[src/hdl/mqud_pkg.sv]
`timescale 1ns / 1ps
`default_nettype none
// ----------------------------------------------------------------------------
// mqud_pkg: shared types and codes of the multi-queue urgent deque
// Request and response payloads, result codes and the per-queue control group.
// ----------------------------------------------------------------------------
package mqud_pkg;

  localparam logic CMD_ADD  = 1'b0;
  localparam logic CMD_TAKE = 1'b1;

  localparam logic [1:0] RES_ADDED = 2'd0;
  localparam logic [1:0] RES_FULL  = 2'd1;
  localparam logic [1:0] RES_TAKEN = 2'd2;
  localparam logic [1:0] RES_EMPTY = 2'd3;

  typedef struct packed {
    logic        cmd;
    logic [4:0]  queue_sel;
    logic [15:0] item_id;
    logic        urgent;
  } req_t;

  typedef struct packed {
    logic [1:0]  result_code;
    logic [15:0] out_id;
    logic        out_urgent;
    logic [3:0]  fill_after;
  } rsp_t;

  typedef struct packed {
    logic push_front;
    logic push_back;
    logic pop_front;
  } cell_ctrl_t;

endpackage
`default_nettype wire

[src/hdl/mqud_cell.sv]
`timescale 1ns / 1ps
`default_nettype none
// ----------------------------------------------------------------------------
// mqud_cell: one entry slot of a queue row
// Takes its head-side neighbor's entry (slot 0: the new item) on a front push,
// its tail-side neighbor's on a pop, or the new item when it is the tail slot.
// ----------------------------------------------------------------------------
module mqud_cell #(
  parameter int W = 16
) (
  input  wire                      clk,
  input  wire mqud_pkg::cell_ctrl_t ctrl,
  input  wire                      tail_hit,
  input  wire [W-1:0]              new_id,
  input  wire [W-1:0]              prev_id,
  input  wire                      prev_urg,
  input  wire [W-1:0]              next_id,
  input  wire                      next_urg,
  output logic [W-1:0]             id,
  output logic                     urg
);
  import mqud_pkg::*;

  always_ff @(posedge clk) begin
    if (ctrl.push_front) begin
      id  <= prev_id;
      urg <= prev_urg;
    end else if (ctrl.pop_front) begin
      id  <= next_id;
      urg <= next_urg;
    end else if (ctrl.push_back && tail_hit) begin
      id  <= new_id;
      urg <= 1'b0;
    end
  end

endmodule
`default_nettype wire

[src/hdl/mqud_row.sv]
`timescale 1ns / 1ps
`default_nettype none
// ----------------------------------------------------------------------------
// mqud_row: one bounded deque as a chain of entry cells
// Slot 0 is the head. Holds the fill count and shifts entries along the chain.
// ----------------------------------------------------------------------------
module mqud_row #(
  parameter int DEPTH  = 8,
  parameter int W      = 16,
  parameter int FILL_W = 4
) (
  input  wire                      clk,
  input  wire                      rst,
  input  wire mqud_pkg::cell_ctrl_t ctrl,
  input  wire [W-1:0]              new_id,
  output logic [FILL_W-1:0]        fill,
  output logic [W-1:0]             head_id,
  output logic                     head_urg
);
  import mqud_pkg::*;

  logic [W-1:0] ids  [DEPTH];
  logic         urgs [DEPTH];

  for (genvar i = 0; i < DEPTH; i++) begin : g_slot
    logic [W-1:0] prev_id;
    logic         prev_urg;
    logic [W-1:0] next_id;
    logic         next_urg;
    logic         tail_hit;

    if (i == 0) begin : g_head
      assign prev_id  = new_id;
      assign prev_urg = 1'b1;
    end else begin : g_body
      assign prev_id  = ids[i-1];
      assign prev_urg = urgs[i-1];
    end

    if (i == DEPTH - 1) begin : g_last
      assign next_id  = ids[i];
      assign next_urg = urgs[i];
    end else begin : g_inner
      assign next_id  = ids[i+1];
      assign next_urg = urgs[i+1];
    end

    assign tail_hit = (fill == FILL_W'(i));

    mqud_cell #(.W(W)) u_entry (
      .clk      (clk),
      .ctrl     (ctrl),
      .tail_hit (tail_hit),
      .new_id   (new_id),
      .prev_id  (prev_id),
      .prev_urg (prev_urg),
      .next_id  (next_id),
      .next_urg (next_urg),
      .id       (ids[i]),
      .urg      (urgs[i])
    );
  end

  always_ff @(posedge clk) begin
    if (rst) begin
      fill <= '0;
    end else if (ctrl.push_front || ctrl.push_back) begin
      fill <= fill + FILL_W'(1);
    end else if (ctrl.pop_front) begin
      fill <= fill - FILL_W'(1);
    end
  end

  assign head_id  = ids[0];
  assign head_urg = urgs[0];

  a_fill_bound : assert property (@(posedge clk) disable iff (rst)
    fill <= FILL_W'(DEPTH))
    else $error("queue fill count exceeds its depth");

  a_one_op : assert property (@(posedge clk) disable iff (rst)
    $onehot0({ctrl.push_front, ctrl.push_back, ctrl.pop_front}))
    else $error("more than one operation on a queue in one cycle");

  a_no_overflow : assert property (@(posedge clk) disable iff (rst)
    (ctrl.push_front || ctrl.push_back) |-> fill != FILL_W'(DEPTH))
    else $error("push into a full queue");

endmodule
`default_nettype wire
[config.mk]
export PLATFORM = sky130hd
export DESIGN_NAME = mqud_row
export DESIGN_NICKNAME = d
export VERILOG_FILES = /design/src/hdl/mqud_pkg.sv /design/src/hdl/mqud_cell.sv /design/src/hdl/mqud_row.sv
export SDC_FILE = /design/constraint.sdc
export NUM_CORES = 1
export LEC_CHECK = 0
export ABC_CLOCK_PERIOD_IN_PS = 3600
export BUFFER_PORTS_ARGS = -buffer_cell sky130_fd_sc_hd__buf_2
export CAP_MARGIN = 20
export CELL_PAD_IN_SITES_DETAIL_PLACEMENT = 2
export CELL_PAD_IN_SITES_GLOBAL_PLACEMENT = 2
export CORE_MARGIN = 1.5
export CORE_UTILIZATION = 41
export DETAILED_ROUTE_END_ITERATION = 16
export PLACE_DENSITY_LB_ADDON = 0.1
export SLEW_MARGIN = 20
export SYNTH_ARGS = -nofsm -noshare
export SYNTH_HDL_FRONTEND = slang
export SYNTH_SLANG_ARGS = --single-unit
[constraint.sdc]
create_clock -name clk -period 3.6 [get_ports clk]
set_clock_uncertainty 0.2 [all_clocks]
set_input_delay 0.54 -clock clk [delete_from_list [all_inputs] [get_ports clk]]
set_output_delay 0.54 -clock clk [all_outputs]
set_load 0.03 [all_outputs]
==> results.sh <==
export IMPL_stdcell_count=825
export IMPL_fin_setup_tns_ns=0
export IMPL_die_w_um=129
export IMPL_yosys_area_top_type_share=0.622
export IMPL_numPortBuffers=41
export IMPL_drt_total_wl_um=18300
export IMPL_totalPowerFinal_uw=4580
export IMPL_cp_startpoint="fill[0]$_SDFFE_PP0P_"
export IMPL_dp_cells=793
export IMPL_synthMuxAreaShare=0.0570
export IMPL_place_congestion=0.722
export IMPL_syn_inst=571
export IMPL_ctsResizeCount=0
export IMPL_synthSimpleGateAreaFrac=0.0917
export IMPL_slew_viol_final=0
export IMPL_fill_cells=1537
export IMPL_avgSynthCellArea_um2=11.4
export IMPL_clkTransAtPathRegs_ns=0.06
export IMPL_groute_usage_overall=0.233
export IMPL_drt_initial_drc_count=251
export IMPL_r2r_end="g_slot[4].u_entry.id[8]$_DFFE_PP_"
export IMPL_ys_flop_type="edfxtp_1"
export IMPL_crit_path_end_kind="flop"
export IMPL_start_util=0.424
export IMPL_relSlewSlack=0.323
export IMPL_yosys_warnings=0
export IMPL_ant_nets=0
export IMPL_min_period_over_period=0.653
export IMPL_synthAdderAreaFrac=0.00960
export IMPL_drv_cap=0
export IMPL_syn_area_um2=6520
export IMPL_place_ws_ns=0.973
export IMPL_grt_overflow=0
export IMPL_layout_drive_gt1_share=0.199
export IMPL_insertion_delay_ns=0.42
export IMPL_viasPerCell=5.56
export IMPL_synth_most_common_cell="edfxtp_1"
export IMPL_r2r_cells=5
export IMPL_hold_violations=0
export IMPL_cts_hold_buf=0
export IMPL_grt_max_degree=89
export IMPL_diodes=0
export IMPL_crit_end="g_slot[4].u_entry.id[8]$_DFFE_PP_"
export IMPL_dieArea_um2=16700
export IMPL_rows=45
export IMPL_first_pass_iters=4
export IMPL_vdd_drop_max_uv=343
export IMPL_area_growth_pct=15.7
export IMPL_antenna_found_initial=0
export IMPL_io_pins=42
export IMPL_powerDensity_nw_per_um2=607
export IMPL_nets=627
export IMPL_cts_root_buf="clkbuf_16"
export IMPL_worstPathMaxFanout=13
export IMPL_synthXorXnorAreaFrac=0.00134
export IMPL_synth_compound_area_share=0.169
export IMPL_synth_top_family_by_area="compound AO/OA/AOI/OAI gates"
export IMPL_cts_setup_buffers=0
export IMPL_cts_tree="built"
export IMPL_worst_pin_slew_ns=1.02
export IMPL_cts_buffers=17
export IMPL_grt_pass1_wl_um=28500
export IMPL_hold_path_class="primary input to flop"
export IMPL_status="complete, no violations"
export IMPL_synth_top_area_cell="edfxtp_1"
export IMPL_htree_levels=4
export IMPL_reg2reg_from="fill[0]$_SDFFE_PP0P_"
export IMPL_hp_start="rst"
export IMPL_chipHeight_um=129
export IMPL_synth_seq_area_share=0.637
export IMPL_worstPathArrival_ns=2.28
export IMPL_num_vias=4590
export IMPL_ys_seq_elements=140
export IMPL_power_leakage_uw=0.00274
export IMPL_clock_sinks=140
export IMPL_wl_per_cell_um=22.2
export IMPL_dp_hpwl_um=11500
export IMPL_max_freq_ghz=0.426
export IMPL_rsz0062_at_grt="false"
export IMPL_syn_nets=597
export IMPL_synth_cell_types=31
export IMPL_ys_top_cells_by_area="edfxtp_1 (62%), o21ai_0 (8.1%), a21oi_1 (7.4%), nand2_1 (5.9%), mux2_2 (5.5%)"
export IMPL_core_um2=15400
export IMPL_period_minus_slack_ns=2.35
export IMPL_whs_path_depth=2
export IMPL_first_global_vias=4950
export IMPL_netlist_top_cells_count="edfxtp_1 (135), o21ai_0 (105), nand2_1 (102)"
export IMPL_path_class="flop to flop"
export IMPL_drc_errors=0
export IMPL_cts_buffer_depth=2
export IMPL_async_flop_share=0
export IMPL_synth_edf_count=135
export IMPL_critical_path_required_ns=3.53
export IMPL_rrSetupSlack_ns=1.25
export IMPL_finalSetupViolCount=0
export IMPL_cp_start_kind="flop"
export IMPL_setup_ws_ns=1.25
[report_power, final]
part / total [uW] / internal [uW] / switching (uW) / leakage (uW)
Clock: 1900 / 1210 / 685 / 0.000299
Sequential: 2170 / 2040 / 125 / 0.00146
Combinational: 515 / 176 / 339 / 0.000983
Total: 4580 / 3430 / 1150 / 0.00274
[cell usage in the layout (no fill, tap or decap), drive strengths merged]
| master | n |
|---|---|
| a21oi | 97 |
| a22o | 6 |
| a31oi | 2 |
| and2 | 1 |
| and4bb | 1 |
| buf | 52 |
| bufinv | 5 |
| clkbuf | 17 |
| clkinv | 7 |
| clkinvlp | 3 |
| dfxtp | 5 |
| edfxtp | 135 |
| ha | 5 |
| inv | 3 |
| mux2 | 33 |
| nand2 | 102 |
| nand2b | 1 |
| nand3b | 2 |
| nand4bb | 1 |
| nor2 | 4 |
| nor2b | 18 |
| nor3 | 3 |
| nor3b | 1 |
| o2111a | 1 |
| o21a | 1 |
| o21ai | 105 |
| o31ai | 1 |
| or2 | 1 |
| xnor2 | 1 |
[critical path: stages, from the launching register on]
cell	delay [ns]
dfxtp_1	0.36
inv_1	0.15
ha_1	0.20
nand2_1	0.08
o21ai_2	0.79
buf_4	0.29
[metrics by stage]
step,hold WS (ns),cell area [um^2],utilization
global route,0.152,7550,0.491
floorplan,0.263,6520,-
CTS,0.138,7550,0.491
global placement,0.286,6920,0.450
finish,0.156,7550,0.491
detailed placement,0.300,6920,0.450
[cell families after synthesis]
kind of cell / Yosys count
flip-flops: 140
multiplexers: 33
buffers and inverters: 44
adder cells (fa/ha/maj): 5
AND/OR/NAND/NOR: 135
AO/OA/AOI/OAI: 213
XOR/XNOR: 1
[per-layer routing]
| layer | vias to the layer above | GRT usage | share of wire |
|---|---|---|---|
| li1 | 2167 | - | - |
| met1 | 2355 | 0.288 | 0.42 |
| met2 | 61 | 0.418 | 0.54 |
| met3 | 7 | 0.0495 | 0.031 |
| met4 | 0 | 0.0575 | 0.0062 |
| met5 | - | 0 | 0 |
[how the worst min path moves through the flow]
stage	end	slack [ns]
2_1_floorplan	g_slot[0].u_entry.urg$_SDFFE_PP1P_	0.26
3_3_place_gp	g_slot[0].u_entry.urg$_SDFFE_PP1P_	0.29
3_5_place_dp	g_slot[0].u_entry.urg$_SDFFE_PP1P_	0.30
4_1_cts	fill[0]$_SDFFE_PP0P_	0.14
5_1_grt	fill[0]$_SDFFE_PP0P_	0.15
6_report	fill[0]$_SDFFE_PP0P_	0.16
[registers in the layout, indices dropped and copies added (netlist names)]
| name | count |
|---|---|
| fill | 4 |
| g_slot.u_entry.urg | 8 |
| g_slot.u_entry.id | 128 |
[layout make-up]
| type | count | area, um^2 | share of cell area |
|---|---|---|---|
| inverter | 3 | 11.3 | 0.00149 |
| sequential | 140 | 4150 | 0.550 |
| clock buffer | 17 | 425 | 0.0564 |
| tap | 211 | 264 | 0.0350 |
| clock inverter | 15 | 203 | 0.0269 |
| timing repair buffer | 52 | 309 | 0.0410 |
| multi-input combinational | 387 | 2180 | 0.289 |
No activity file was read; power rests on OpenSTA's default activity.
